==> src/rtl/wpfm_pkg.sv <==
// ----------------------------------------------------------------------------
// wpfm_pkg
// Shared types and constants for the wildcard path filter matcher.
// ----------------------------------------------------------------------------
package wpfm_pkg;

	localparam logic [1:0] ACT_PAT  = 2'd0;
	localparam logic [1:0] ACT_NAME = 2'd1;
	localparam logic [1:0] ACT_EVAL = 2'd2;

	localparam int CFG_IW = 4;
	localparam logic [CFG_IW-1:0] REG_CASE_SENSITIVE = 4'd0;
	localparam logic [CFG_IW-1:0] REG_PATH_MODE      = 4'd1;

	localparam logic [7:0] CH_STAR   = 8'h2A;
	localparam logic [7:0] CH_QMARK  = 8'h3F;
	localparam logic [7:0] CH_LBR    = 8'h5B;
	localparam logic [7:0] CH_RBR    = 8'h5D;
	localparam logic [7:0] CH_DASH   = 8'h2D;
	localparam logic [7:0] CH_COLON  = 8'h3A;
	localparam logic [7:0] CH_SLASH  = 8'h2F;
	localparam logic [7:0] CH_BSLASH = 8'h5C;
	localparam logic [7:0] CH_LOW_A  = 8'h61;
	localparam logic [7:0] CH_LOW_Z  = 8'h7A;
	localparam logic [7:0] CASE_GAP  = 8'h20;

	typedef enum logic [1:0] {
		PA_P  = 2'd0,
		PA_P1 = 2'd1,
		PA_P2 = 2'd2,
		PA_SJ = 2'd3
	} pa_sel_t;

	typedef enum logic {
		NA_N  = 1'b0,
		NA_KJ = 1'b1
	} na_sel_t;

	typedef enum logic [1:0] {
		N_HOLD  = 2'd0,
		N_INC   = 2'd1,
		N_KRUN  = 2'd2,
		N_CLEAR = 2'd3
	} n_op_t;

	typedef struct packed {
		pa_sel_t    pa_sel;
		na_sel_t    na_sel;
		logic [1:0] p_inc;
		n_op_t      n_op;
		logic       init;
		logic       latch_c;
		logic       latch_a;
		logic       latch_b;
		logic       latch_nc;
		logic       clr_found;
		logic       fnd_single;
		logic       fnd_range;
		logic       start_set;
		logic       run_set;
		logic       k_set;
		logic       k_inc;
		logic       j_clr;
		logic       j_inc;
		logic       finish;
		logic       res;
	} wpfm_cmd_t;

	typedef struct packed {
		logic p_end;
		logic p1_ok;
		logic pd_star;
		logic pd_qmark;
		logic pd_lbr;
		logic pd_rbr;
		logic pd_dash;
		logic c_star;
		logic c_qmark;
		logic c_lbr;
		logic a_rbr;
		logic b_rbr;
		logic lit_eq;
		logic sj_eq;
		logic run_zero;
		logic run_over;
		logic k_over;
		logic j_done;
		logic found;
		logic out_free;
	} wpfm_stat_t;

	function automatic logic [7:0] fold(input logic [7:0] c, input logic cs);
		logic [7:0] r;
		r = c;
		if (!cs && c >= CH_LOW_A && c <= CH_LOW_Z) begin
			r = c - CASE_GAP;
		end
		return r;
	endfunction

endpackage

==> src/rtl/wpfm_store.sv <==
// ----------------------------------------------------------------------------
// wpfm_store
// Character store: one write port, one registered read port; entries at or
// past the current length read as zero.
// ----------------------------------------------------------------------------
module wpfm_store #(
	parameter int DEPTH = 63,
	parameter int AW    = 6,
	parameter int LW    = 6,
	parameter int IW    = 8
) (
	input  logic          clk,
	input  logic          arst_n,
	input  logic          we,
	input  logic [AW-1:0] waddr,
	input  logic [7:0]    wdata,
	input  logic [IW-1:0] ridx,
	input  logic [LW-1:0] len,
	output logic [7:0]    rdata
);

	logic [7:0]    mem [DEPTH];
	logic [7:0]    rd_q;
	logic          rv_q;
	logic          in_range;
	logic [AW-1:0] raddr;

	assign in_range = ridx < IW'(len);
	assign raddr    = in_range ? ridx[AW-1:0] : '0;
	assign rdata    = rv_q ? rd_q : 8'h00;

	always_ff @(posedge clk) begin
		if (we) begin
			mem[waddr] <= wdata;
		end
		rd_q <= mem[raddr];
	end

	always_ff @(posedge clk or negedge arst_n) begin
		if (!arst_n) begin
			rv_q <= 1'b0;
		end else begin
			rv_q <= in_range;
		end
	end

endmodule

==> src/rtl/wpfm_ctrl.sv <==
// ----------------------------------------------------------------------------
// wpfm_ctrl
// Match sequencer: walks the pattern and issues datapath commands.
// ----------------------------------------------------------------------------
module wpfm_ctrl
	import wpfm_pkg::*;
(
	input  logic       clk,
	input  logic       arst_n,
	input  logic       start,
	input  wpfm_stat_t st,
	output wpfm_cmd_t  cmd,
	output logic       idle
);

	typedef enum logic [20:0] {
		S_IDLE = 21'h000001,
		S_F0   = 21'h000002,
		S_F1   = 21'h000004,
		S_DEC  = 21'h000008,
		S_LIT  = 21'h000010,
		S_CLN  = 21'h000020,
		S_SS0  = 21'h000040,
		S_SS1  = 21'h000080,
		S_SSD  = 21'h000100,
		S_SK   = 21'h000200,
		S_SJ0  = 21'h000400,
		S_SJ1  = 21'h000800,
		S_CT   = 21'h001000,
		S_CA0  = 21'h002000,
		S_CA1  = 21'h004000,
		S_CD0  = 21'h008000,
		S_CD1  = 21'h010000,
		S_CB0  = 21'h020000,
		S_CB1  = 21'h040000,
		S_CE   = 21'h080000,
		S_DONE = 21'h100000
	} state_t;

	state_t state_q, state_d;
	logic   res_q, res_d;

	assign idle = (state_q == S_IDLE);

	always_comb begin
		state_d = state_q;
		res_d   = res_q;
		cmd     = '0;
		cmd.res = res_q;
		unique case (state_q)
			S_IDLE: begin
				if (start) begin
					cmd.init = 1'b1;
					state_d  = S_F0;
				end
			end
			S_F0: begin
				if (st.p_end) begin
					res_d   = 1'b1;
					state_d = S_DONE;
				end else begin
					cmd.pa_sel = PA_P;
					state_d    = S_F1;
				end
			end
			S_F1: begin
				cmd.latch_c = 1'b1;
				cmd.pa_sel  = PA_P1;
				state_d     = S_DEC;
			end
			S_DEC: begin
				cmd.na_sel = NA_N;
				priority if (st.c_star) begin
					cmd.p_inc     = 2'd1;
					cmd.start_set = 1'b1;
					state_d       = S_SS0;
				end else if (st.c_qmark) begin
					cmd.p_inc = 2'd1;
					cmd.n_op  = N_INC;
					state_d   = S_F0;
				end else if (st.c_lbr && st.pd_lbr) begin
					cmd.p_inc = 2'd2;
					state_d   = S_LIT;
				end else if (st.c_lbr) begin
					cmd.p_inc = 2'd1;
					state_d   = S_CLN;
				end else begin
					cmd.p_inc = 2'd1;
					state_d   = S_LIT;
				end
			end
			S_LIT: begin
				if (st.lit_eq) begin
					cmd.n_op = N_INC;
					state_d  = S_F0;
				end else begin
					res_d   = 1'b0;
					state_d = S_DONE;
				end
			end
			S_CLN: begin
				cmd.latch_nc  = 1'b1;
				cmd.clr_found = 1'b1;
				state_d       = S_CT;
			end
			S_SS0: begin
				if (st.p_end) begin
					state_d = S_SSD;
				end else begin
					cmd.pa_sel = PA_P;
					state_d    = S_SS1;
				end
			end
			S_SS1: begin
				if (st.pd_star || st.pd_qmark) begin
					state_d = S_SSD;
				end else begin
					cmd.p_inc = 2'd1;
					state_d   = S_SS0;
				end
			end
			S_SSD: begin
				cmd.run_set = 1'b1;
				cmd.k_set   = 1'b1;
				priority if (st.run_zero) begin
					state_d = S_F0;
				end else if (st.run_over) begin
					res_d   = 1'b0;
					state_d = S_DONE;
				end else begin
					state_d = S_SK;
				end
			end
			S_SK: begin
				if (st.k_over) begin
					res_d   = 1'b0;
					state_d = S_DONE;
				end else begin
					cmd.j_clr = 1'b1;
					state_d   = S_SJ0;
				end
			end
			S_SJ0: begin
				if (st.j_done) begin
					cmd.n_op = N_KRUN;
					state_d  = S_F0;
				end else begin
					cmd.pa_sel = PA_SJ;
					cmd.na_sel = NA_KJ;
					state_d    = S_SJ1;
				end
			end
			S_SJ1: begin
				if (st.sj_eq) begin
					cmd.j_inc = 1'b1;
					state_d   = S_SJ0;
				end else begin
					cmd.k_inc = 1'b1;
					state_d   = S_SK;
				end
			end
			S_CT: begin
				if (st.p_end) begin
					state_d = S_CE;
				end else begin
					cmd.pa_sel = PA_P;
					state_d    = S_CA0;
				end
			end
			S_CA0: begin
				cmd.latch_a = 1'b1;
				cmd.pa_sel  = PA_P1;
				state_d     = S_CA1;
			end
			S_CA1: begin
				priority if (st.a_rbr && !st.pd_rbr) begin
					cmd.p_inc = 2'd1;
					state_d   = S_CE;
				end else if (st.a_rbr) begin
					cmd.p_inc = 2'd2;
					state_d   = S_CD0;
				end else begin
					cmd.p_inc = 2'd1;
					state_d   = S_CD0;
				end
			end
			S_CD0: begin
				cmd.pa_sel = PA_P;
				state_d    = S_CD1;
			end
			S_CD1: begin
				if (st.pd_dash && st.p1_ok) begin
					cmd.pa_sel = PA_P1;
					state_d    = S_CB0;
				end else begin
					cmd.fnd_single = 1'b1;
					state_d        = S_CT;
				end
			end
			S_CB0: begin
				cmd.latch_b = 1'b1;
				cmd.pa_sel  = PA_P2;
				state_d     = S_CB1;
			end
			S_CB1: begin
				priority if (st.b_rbr && !st.pd_rbr) begin
					cmd.fnd_single = 1'b1;
				end else if (st.b_rbr) begin
					cmd.fnd_range = 1'b1;
					cmd.p_inc     = 2'd3;
				end else begin
					cmd.fnd_range = 1'b1;
					cmd.p_inc     = 2'd2;
				end
				state_d = S_CT;
			end
			S_CE: begin
				if (st.found) begin
					cmd.n_op = N_INC;
					state_d  = S_F0;
				end else begin
					res_d   = 1'b0;
					state_d = S_DONE;
				end
			end
			S_DONE: begin
				if (st.out_free) begin
					cmd.finish = 1'b1;
					state_d    = S_IDLE;
				end
			end
			default: begin
				state_d = S_IDLE;
			end
		endcase
	end

	always_ff @(posedge clk or negedge arst_n) begin
		if (!arst_n) begin
			state_q <= S_IDLE;
			res_q   <= 1'b0;
		end else begin
			state_q <= state_d;
			res_q   <= res_d;
		end
	end

endmodule

==> src/rtl/wpfm_dp.sv <==
// ----------------------------------------------------------------------------
// wpfm_dp
// Match datapath: string stores, lengths, walk indices, compares and the
// result register.
// ----------------------------------------------------------------------------
module wpfm_dp
	import wpfm_pkg::*;
#(
	parameter int MAX_CHARS = 63
) (
	input  logic              clk,
	input  logic              arst_n,
	input  logic              acc,
	input  logic [1:0]        action,
	input  logic [7:0]        ch,
	input  logic              cfg_we,
	input  logic [CFG_IW-1:0] cfg_idx,
	input  logic              cfg_val,
	input  wpfm_cmd_t         cmd,
	output wpfm_stat_t        st,
	output logic              out_valid,
	input  logic              out_ready,
	output logic              matched,
	output logic              truncated
);

	localparam int AW = (MAX_CHARS > 1) ? $clog2(MAX_CHARS) : 1;
	localparam int LW = $clog2(MAX_CHARS + 1);
	localparam int IW = $clog2(2 * MAX_CHARS + 4);

	logic          cs_q, pm_q;
	logic [LW-1:0] plen_q, nlen_q;
	logic          ovf_q;
	logic [IW-1:0] p_q, n_q, start_q, run_q, k_q, j_q;
	logic [7:0]    c_q, a_q, b_q, nc_q;
	logic          found_q;
	logic          ov_q, om_q, ot_q;

	logic [IW-1:0] pidx, nidx, diff, plen_x, nlen_x;
	logic [7:0]    pd, nd, wch;
	logic          ld_pat, ld_name, pat_full, name_full;

	assign plen_x    = IW'(plen_q);
	assign nlen_x    = IW'(nlen_q);
	assign pat_full  = (plen_q == LW'(MAX_CHARS));
	assign name_full = (nlen_q == LW'(MAX_CHARS));
	assign ld_pat    = acc && (action == ACT_PAT) && (ch != 8'h00);
	assign ld_name   = acc && (action == ACT_NAME) && (ch != 8'h00);
	assign wch       = (pm_q && (ch == CH_BSLASH || ch == CH_COLON)) ? CH_SLASH : ch;

	always_comb begin
		unique case (cmd.pa_sel)
			PA_P:    pidx = p_q;
			PA_P1:   pidx = p_q + IW'(1);
			PA_P2:   pidx = p_q + IW'(2);
			PA_SJ:   pidx = start_q + j_q;
			default: pidx = p_q;
		endcase
		nidx = (cmd.na_sel == NA_KJ) ? (k_q + j_q) : n_q;
	end

	wpfm_store #(.DEPTH(MAX_CHARS), .AW(AW), .LW(LW), .IW(IW)) u_pat (
		.clk   (clk),
		.arst_n(arst_n),
		.we    (ld_pat && !pat_full),
		.waddr (plen_q[AW-1:0]),
		.wdata (wch),
		.ridx  (pidx),
		.len   (plen_q),
		.rdata (pd)
	);

	wpfm_store #(.DEPTH(MAX_CHARS), .AW(AW), .LW(LW), .IW(IW)) u_name (
		.clk   (clk),
		.arst_n(arst_n),
		.we    (ld_name && !name_full),
		.waddr (nlen_q[AW-1:0]),
		.wdata (wch),
		.ridx  (nidx),
		.len   (nlen_q),
		.rdata (nd)
	);

	assign diff = p_q - start_q;

	always_comb begin
		st.p_end    = (p_q >= plen_x);
		st.p1_ok    = ((p_q + IW'(1)) < plen_x);
		st.pd_star  = (pd == CH_STAR);
		st.pd_qmark = (pd == CH_QMARK);
		st.pd_lbr   = (pd == CH_LBR);
		st.pd_rbr   = (pd == CH_RBR);
		st.pd_dash  = (pd == CH_DASH);
		st.c_star   = (c_q == CH_STAR);
		st.c_qmark  = (c_q == CH_QMARK);
		st.c_lbr    = (c_q == CH_LBR);
		st.a_rbr    = (a_q == CH_RBR);
		st.b_rbr    = (b_q == CH_RBR);
		st.lit_eq   = (fold(c_q, cs_q) == fold(nd, cs_q));
		st.sj_eq    = (fold(pd, cs_q) == fold(nd, cs_q));
		st.run_zero = (diff == '0);
		st.run_over = (n_q > nlen_x) || (diff > (nlen_x - n_q));
		st.k_over   = ((k_q + run_q) > nlen_x);
		st.j_done   = (j_q == run_q);
		st.found    = found_q;
		st.out_free = !ov_q || out_ready;
	end

	assign out_valid = ov_q;
	assign matched   = om_q;
	assign truncated = ot_q;

	always_ff @(posedge clk) begin
		if (cmd.latch_c) c_q <= pd;
		if (cmd.latch_a) a_q <= pd;
		if (cmd.latch_b) b_q <= pd;
		if (cmd.latch_nc) nc_q <= fold(nd, cs_q);
		if (cmd.start_set) start_q <= p_q + IW'(1);
		if (cmd.run_set) run_q <= diff;
		if (cmd.k_set) begin
			k_q <= n_q;
		end else if (cmd.k_inc) begin
			k_q <= k_q + IW'(1);
		end
		if (cmd.j_clr) begin
			j_q <= '0;
		end else if (cmd.j_inc) begin
			j_q <= j_q + IW'(1);
		end
		if (cmd.finish) begin
			om_q <= cmd.res;
			ot_q <= ovf_q;
		end
	end

	always_ff @(posedge clk or negedge arst_n) begin
		if (!arst_n) begin
			cs_q    <= 1'b0;
			pm_q    <= 1'b1;
			plen_q  <= '0;
			nlen_q  <= '0;
			ovf_q   <= 1'b0;
			p_q     <= '0;
			n_q     <= '0;
			found_q <= 1'b0;
			ov_q    <= 1'b0;
		end else begin
			if (cfg_we && cfg_idx == REG_CASE_SENSITIVE) cs_q <= cfg_val;
			if (cfg_we && cfg_idx == REG_PATH_MODE) pm_q <= cfg_val;
			if (ld_pat) begin
				if (pat_full) begin
					ovf_q <= 1'b1;
				end else begin
					plen_q <= plen_q + LW'(1);
				end
			end
			if (ld_name) begin
				if (name_full) begin
					ovf_q <= 1'b1;
				end else begin
					nlen_q <= nlen_q + LW'(1);
				end
			end
			if (cmd.init) begin
				p_q <= '0;
			end else begin
				p_q <= p_q + IW'(cmd.p_inc);
			end
			if (cmd.init) begin
				n_q <= '0;
			end else begin
				unique case (cmd.n_op)
					N_HOLD:  n_q <= n_q;
					N_INC:   n_q <= n_q + IW'(1);
					N_KRUN:  n_q <= k_q + run_q;
					N_CLEAR: n_q <= '0;
					default: n_q <= n_q;
				endcase
			end
			if (cmd.clr_found) begin
				found_q <= 1'b0;
			end else if (cmd.fnd_single && fold(a_q, cs_q) == nc_q) begin
				found_q <= 1'b1;
			end else if (cmd.fnd_range && fold(a_q, cs_q) <= nc_q
					&& nc_q <= fold(b_q, cs_q)) begin
				found_q <= 1'b1;
			end
			if (cmd.finish) begin
				ov_q   <= 1'b1;
				plen_q <= '0;
				nlen_q <= '0;
				ovf_q  <= 1'b0;
			end else if (ov_q && out_ready) begin
				ov_q <= 1'b0;
			end
		end
	end

endmodule

==> src/rtl/wildcard_path_filter_match_core.sv <==
// ----------------------------------------------------------------------------
// wildcard_path_filter_match_core
// Loads a wildcard pattern and a name one character per transfer, then
// matches them on an evaluate command.
// ----------------------------------------------------------------------------
// channel   direction  contents
// s_*       in         tuser: action; tdata: ch
// m_*       out        tdata: matched, truncated
// cfg_*     in         register index and write data
//
// Character loads are taken whenever the sequencer is idle. An evaluate holds
// s_tready low while the sequencer walks both stores: literal steps, '?', class
// elements and ranges, star runs, and a search over candidate positions that
// compares characters, then waits for the output register to be free. Reset
// leaves both strings empty; a pending result waits in the output register
// while further loads are taken.
module wildcard_path_filter_match_core
	import wpfm_pkg::*;
#(
	parameter int MAX_CHARS = 63
) (
	input  logic              clk,
	input  logic              arst_n,
	input  logic              s_tvalid,
	output logic              s_tready,
	input  logic [7:0]        s_tdata,   // [7:0] ch
	input  logic [1:0]        s_tuser,   // [1:0] action
	output logic              m_tvalid,
	input  logic              m_tready,
	output logic [7:0]        m_tdata,   // [0] matched, [1] truncated, rest zero
	input  logic              cfg_valid,
	output logic              cfg_ready,
	input  logic [CFG_IW-1:0] cfg_index,
	input  logic              cfg_data
);

	wpfm_cmd_t  cmd;
	wpfm_stat_t st;
	logic       idle, acc, matched, truncated;

	assign s_tready  = idle;
	assign acc       = s_tvalid && idle;
	assign cfg_ready = 1'b1;
	assign m_tdata   = {6'b0, truncated, matched};

	wpfm_ctrl u_ctrl (
		.clk   (clk),
		.arst_n(arst_n),
		.start (acc && s_tuser == ACT_EVAL),
		.st    (st),
		.cmd   (cmd),
		.idle  (idle)
	);

	wpfm_dp #(.MAX_CHARS(MAX_CHARS)) u_dp (
		.clk      (clk),
		.arst_n   (arst_n),
		.acc      (acc),
		.action   (s_tuser),
		.ch       (s_tdata),
		.cfg_we   (cfg_valid),
		.cfg_idx  (cfg_index),
		.cfg_val  (cfg_data),
		.cmd      (cmd),
		.st       (st),
		.out_valid(m_tvalid),
		.out_ready(m_tready),
		.matched  (matched),
		.truncated(truncated)
	);

endmodule

==> config.mk <==
export PLATFORM = sky130hd
export DESIGN_NAME = wildcard_path_filter_match_core
export DESIGN_NICKNAME = d
export VERILOG_FILES = /design/src/rtl/wpfm_pkg.sv /design/src/rtl/wpfm_store.sv /design/src/rtl/wpfm_ctrl.sv /design/src/rtl/wpfm_dp.sv /design/src/rtl/wildcard_path_filter_match_core.sv
export SDC_FILE = /design/constraint.sdc
export NUM_CORES = 2
export LEC_CHECK = 0
export ABC_AREA = 1
export ABC_CLOCK_PERIOD_IN_PS = 7800
export BUFFER_PORTS_ARGS = -buffer_cell sky130_fd_sc_hd__buf_4
export CORE_UTILIZATION = 50
export DETAILED_ROUTE_END_ITERATION = 8
export PLACE_DENSITY = 0.65
export SYNTH_ARGS = -nofsm -noshare
export SYNTH_HDL_FRONTEND = slang
export SYNTH_HIERARCHICAL = 1
export SYNTH_SLANG_ARGS = --single-unit
==> constraint.sdc <==
create_clock -name clk -period 7.8 [get_ports clk]
set_input_delay 2.34 -clock clk [delete_from_list [all_inputs] [get_ports clk]]
set_output_delay 2.34 -clock clk [all_outputs]
set_load 0.01 [all_outputs]
After elaboration in Yosys (flattened, before gate mapping)
Memory sizes are Yosys's and may differ from the RTL's. A register that Yosys moved wholly into a read port is not among the register bits.
Index checks and enable logic that the tools add are counted.
{"block": "totals", "reg_bits": 123, "latch_bits": 0, "ramBits": 1008, "romBits": 0, "output_inout_bits": 11, "word_cells": 287, "mem_count": 2}
{"name": "u_dp.u_name.mem", "depth": 63, "width": 8, "rd": 1, "rd_clocked_by_memory_dff": 1, "write_ports": 1, "line_no": "wpfm_store.sv:22", "text": "logic [7:0] mem [DEPTH];"}
{"name": "u_dp.u_pat.mem", "depth": 63, "width": 8, "rd": 1, "rd_clocked_by_memory_dff": 1, "write_ports": 1, "line_no": "wpfm_store.sv:22"}
{"block": "op_classes", "addsub": 18, "multipliers": 0, "div_mod_pow": 0, "order_cmp": 19, "eq_ne": 59, "n_shift": 0, "mux": 110, "n_bitwise": 0, "n_reduce_logical": 56}
{"operator": "case mux 21 bit (20 select lines)", "count": 1}
{"operator": "2-to-1 mux 21 bit", "count": 10}
{"operator": "2-to-1 mux 8 bit", "count": 18}
{"operator": "2-to-1 mux 6 bit", "count": 10}
{"operator": "equality test 8 x 6 -> 1 bit (second input constant)", "count": 6}
{"operator": "equality test 8 x 7 -> 1 bit (second input constant)", "count": 6}
{"operator": "2-to-1 mux 1 bit", "count": 46}
{"operator": "greater-or-equal comparator 8 x 7 -> 1 bit (second input constant)", "count": 5}
{"operator": "less-or-equal comparator 8 x 7 -> 1 bit (second input constant)", "count": 5}
{"operator": "2-to-1 mux 20 bit", "count": 2}
{"operator": "subtractor 8 x 6 -> 8 bit (second input constant)", "count": 5}
{"operator": "adder 8 x 1 -> 8 bit (second input constant)", "count": 4}
{"operator": "equality test 8 bit", "count": 4}
{"operator": "case mux 8 bit (4 select lines)", "count": 1}
{"operator": "logical AND 1 bit", "count": 29}
{"operator": "adder 8 bit", "count": 3}
{"operator": "< comparator 8 x 6 -> 1 bit", "count": 3}
{"operator": "case mux 2 bit (4 select lines)", "count": 3}
{"operator": "case mux 8 bit (3 select lines)", "count": 1}
{"operator": "equality test 21 x 1 -> 1 bit (second input constant)", "count": 1}
{"operator": "equality test 21 x 10 -> 1 bit (second input constant)", "count": 1}
{"operator": "equality test 21 x 11 -> 1 bit (second input constant)", "count": 1}
{"operator": "equality test 21 x 12 -> 1 bit (second input constant)", "count": 1}
{"operator": "equality test 21 x 13 -> 1 bit (second input constant)", "count": 1}
{"operator": "other kinds (51)", "count": 95}

Longest topological paths before layout
{"block": "depth", "depth_word": 15, "mapped_depth": 36, "ltp_nobuf": 35}

Hierarchy
The synthesis kept the hierarchy.
{"mod": "wpfm_store", "instances": 2, "cells_each": 2163, "area_per_inst_um2": 22858.2, "seq_area_each_um2": 15319.7}
{"mod": "wpfm_dp", "instances": 1, "cells_each": 1023, "area_per_inst_um2": 7966.4, "seq_area_each_um2": 2728.9}
{"mod": "wpfm_ctrl", "instances": 1, "cells_each": 255, "area_per_inst_um2": 1776.7, "seq_area_each_um2": 551.8}
{"mod": "wildcard_path_filter_match_core", "instances": 1, "cells_each": 16, "area_per_inst_um2": 93.8, "seq_area_each_um2": 0.0}

Worst setup path before layout
No wires, ideal clock.
{"block": "synth_timing", "path_kind": "input to register", "from": "in s_tdata[2]", "to": "mem u_dp.u_name.mem[0][4] (data pin)", "setup_ps": 786, "t_arrival_ps": 5587, "slack_ps": 1427, "cell_stages": 4, "n_path_buf": 0, "path_cell_list": "inv_1 -> a41oi_1 -> nor3_1 -> nor2_1"}
{"block": "synth_between", "elab_chain_len": 4}
{"item": "from (decl)", "line_no": "wildcard_path_filter_match_core.sv:26", "text": "input logic [7:0] s_tdata,"}
{"item": "equality test 8 x 7 -> 1 bit / equality test 8 x 6 -> 1 bit (equally long branches)", "line_no": "wpfm_dp.sv:49", "text": "assign wch = (pm_q && (ch == CH_BSLASH || ch == CH_COLON)) ? CH_SLASH : ch;"}
{"item": "logical OR 1 bit (*)", "line_no": "wpfm_dp.sv:49"}
{"item": "logical AND 1 bit (*)", "line_no": "wpfm_dp.sv:49"}
{"item": "2-to-1 mux 8 bit (*)", "line_no": "wpfm_dp.sv:49"}
{"item": "net u_dp.wch[4]", "line_no": "wpfm_dp.sv:40", "text": "logic [7:0] pd, nd, wch;"}
{"item": "to (decl)", "line_no": "wpfm_store.sv:22"}
Mark *: on every way through the listed nets, which the timed path passes. The rest lies on a longest branch.

==> flow_summary_export.csv <==
group,metric,value,unit
detailed_routing,dr_wl_met2,70600,um
clock_tree,hold_buffers,0,
logic_synthesis,ys_seq_area_frac,0.611,
timing,tightest_slew,1090,ps
timing,skew,42.1,ps
place,port_buffers,23,
run_status,status,"finished, violations left",
global_route,grt_usage,0.265,
logic_synthesis,synth_edf_count,1066,
detailed_routing,viasPerCell,5.72,
detailed_routing,route.vias.total,40600,
detailed_routing,drc_errors,29,
min_path,min_to,"u_dp/matched",
timing,rsz0062_at_grt,"no",
timing,whs,470,ps
cells_and_area,reg_top3,"u_dp/u_name/mem: 504 flops, u_dp/u_pat/mem: 504 flops, u_ctrl/state_q: 21 flops",
floorplan,ios,31,
global_route,grt_max_degree,219,
cells_and_area,fillers,9503,
timing,min_period,6710,ps
critical_path,cp.arrival,7330,ps
min_path,worstHoldPathCells,0,
min_path,min-delay-start,"u_ctrl/res_q",
detailed_routing,top_layer,"met4",
run,drv_cap,0,
critical_path,crit_fanout,73,
critical_path,rrSetupSlack,1090,ps
global_route,overflow,0,
logic_synthesis,ys_types,61,
cells_and_area,n_antenna_cell,0,
floorplan,die_w,335,um
cells_and_area,drive_above_1_share,0.0769,
place,dp_slack,1250,ps
clock_tree,clk_latency,740,ps
cells_and_area,layout.area.seq,0.0339,sq mm
floorplan,die_area,0.112,sq mm
logic_synthesis,async_flop_share,0.0497,
critical_path,startpoint,"u_dp/p_q[2]",
critical_path,startpoint_type,"register",
detailed_routing,drt_iter0_drc,4723,
logic_synthesis,netlist_area,0.0556,sq mm
place,place.gp.congestion,0.922,
global_route,antenna_found_initial,2,
power_and_ir_drop,power.density,331,mW/mm^2
critical_path,r2r-end,"u_dp/u_pat/rd_q[4]",
run_status,violations,"DRC",
detailed_routing,dr.pass1.iters,9,
clock_tree,path_clk_slew,60,ps
global_route,grt_pass1_vias,37300,
logic_synthesis,ys_ff_latch,1147,
place,hpwl,89500,um
min_path,hold_class,"reg2reg",
timing,max_freq,149,MHz
critical_path,slowest_delay,780,ps
power_and_ir_drop,ir_worst_vdd,0.465,mV
logic_synthesis,synth_ff_type,"edfxtp_1",
detailed_routing,drt-wirelength-per-cell,21.2,um
logic_synthesis,avgSynthCellArea,9.88,sq um
timing,fin_crit_sh,0.860,
timing,setup_viol_count_final,0,
clock_tree,root_buffer,"clkbuf_16",
detailed_routing,ant_nets,0,
critical_path,crit_top_cell,"nand2_1",
timing,hold_viol_final,0,
critical_path,rr_startpoint,"u_dp/p_q[2]",
power_and_ir_drop,leakage,0.0249,uW
critical_path,end_kind,"register",
detailed_routing,wl_met1,63000,um
timing,setup_slack,1090,ps
timing,slew_violations,0,
critical_path,criticalPathCategory,"reg2reg",
timing,tns,0,ps
clock_tree,cts_tree,"built",
critical_path,crit_slowest_cell,"buf_4",
detailed_routing,route.met3.wl,12200,um
timing,slew_headroom,0.275,
floorplan,start_util,0.508,
clock_tree,numCtsBuffers,118,
cells_and_area,design.final.nets,5643,
clock_tree,cts.repair.resized,0,
detailed_routing,postRouteWirelength,150000,um
cells_and_area,multiInputGateArea,0.0169,sq mm
global_route,grt_first_pass_wirelength,229000,um
critical_path,crit_required,8410,ps
floorplan,coreArea,0.109,sq mm
clock_tree,ctsHtreeMaxLevel,3,
critical_path,r2r_cells,28,
logic_synthesis,syn_inst,5620,
clock_tree,clockBufferDepth,3,
clock_tree,post-cts-setup-buffers,0,
cells_and_area,syn2layout_area_growth,9.44,%
logic_synthesis,yosysWarnings,6,
floorplan,row_count,121,
floorplan,die_h,335,um
power_and_ir_drop,total_power,20100,uW
clock_tree,cts_num_sinks,1147,
## through the flow
stage,instance area (sq um),instances,util
after floorplan,55600,5625,-
after global placement,56900,6873,0.519
after detailed placement,56900,6873,0.519
after CTS,60800,7094,0.555
after global routing,60800,7094,0.555
final,60800,7094,0.555
## worst max-delay path by stage
stage / to / slack [ps] / cells past startpoint
detailed placement: u_dp/u_pat/rd_q[7] / 1250 / 28
CTS: u_dp/u_pat/rd_q[7] / 1200 / 28
global placement: u_dp/u_pat/rd_q[2] / 1370 / 33
floorplan: u_dp/u_name/mem[0][4] / 1430 / 4
global route: u_dp/u_pat/rd_q[0] / 520 / 33
finish: u_dp/u_pat/rd_q[4] / 1090 / 28
## power breakdown
part / switching [uW] / internal [uW]
sequential: 226 / 6890
clock: 2400 / 3330
combinational: 5340 / 1920
## cells in the final DEF (no fill, tap or decap), types with 28 or more instances in the layout
cell type  count
clkbuf_16    121
xor2_1        30
o21ai_0      151
edfxtp_1    1066
clkinv_2      28
nand2_1      717
dfrtp_1       55
ha_1         100
a21oi_1       78
nand3_1      875
inv_1        894
buf_4         73
clkinv_1      28
or2_2         88
nor2_1       582
nand4_1      415
## routing by layer
metal | up-vias | global-route usage
met4 | 0 | 0.0822
met3 | 287 | 0.0398
met5 | - | 0
li1 | 19000 | -
met1 | 19600 | 0.375
met2 | 1753 | 0.421
## synthesized netlist by cell type, drive strengths merged, types with 3 or more instances
| master | instances | area share |
|---|---|---|
| edfxtp | 1066 | 0.58 |
| buf | 165 | 0.016 |
| a21o | 4 | 0.00054 |
| nand2 | 737 | 0.051 |
| o22ai | 15 | 0.0017 |
| ha | 100 | 0.023 |
| o2111ai | 3 | 0.00047 |
| xnor2 | 24 | 0.0039 |
| nor2 | 605 | 0.043 |
| or2 | 94 | 0.011 |
| a31oi | 3 | 0.00034 |
| clkinv | 3 | 0.00020 |
| o211ai | 7 | 0.0010 |
| fa | 6 | 0.0022 |
| xor2 | 30 | 0.0047 |
| nand4 | 415 | 0.047 |
| nand3 | 887 | 0.082 |
| clkbuf | 147 | 0.010 |
| o21ai | 165 | 0.015 |
| nor3b | 7 | 0.0011 |
| o21bai | 3 | 0.00041 |
| dfrtp | 55 | 0.025 |
| nor4 | 23 | 0.0026 |
| inv | 908 | 0.061 |
| a21oi | 79 | 0.0072 |
| nor3 | 23 | 0.0023 |
| dfxtp | 24 | 0.0086 |
## worst max-delay path: cells and delay by family, from the launching register on
| family | cells | cell delay [ps] |
|---|---|---|
| AOI/OAI and AO/OA | 7 | 1380 |
| adders and majority gates | 3 | 860 |
| buffers and inverters | 5 | 1610 |
| DFF | 1 | 540 |
| and+or+nand+nor | 13 | 2140 |
## cell type report
type	count	share of cell area
Tap cell	1476	0.0304
Clock buffer	139	0.0509
Multi-Input combinational cell	3255	0.278
Clock inverter	82	0.0140
Inverter	911	0.0563
Timing Repair Buffer	84	0.0123
Sequential cell	1147	0.558
## kinds of logic after synthesis
family,count (synthesis),share of synthesized area
flops,1147,0.611
buf+inv,1223,0.0875
xor+xnor,54,0.00865
compound gates,294,0.0287
fa+ha+maj,106,0.0247
other cells,2,0.000135
simple gates,2794,0.240
Power figures use the tool's default switching activity.
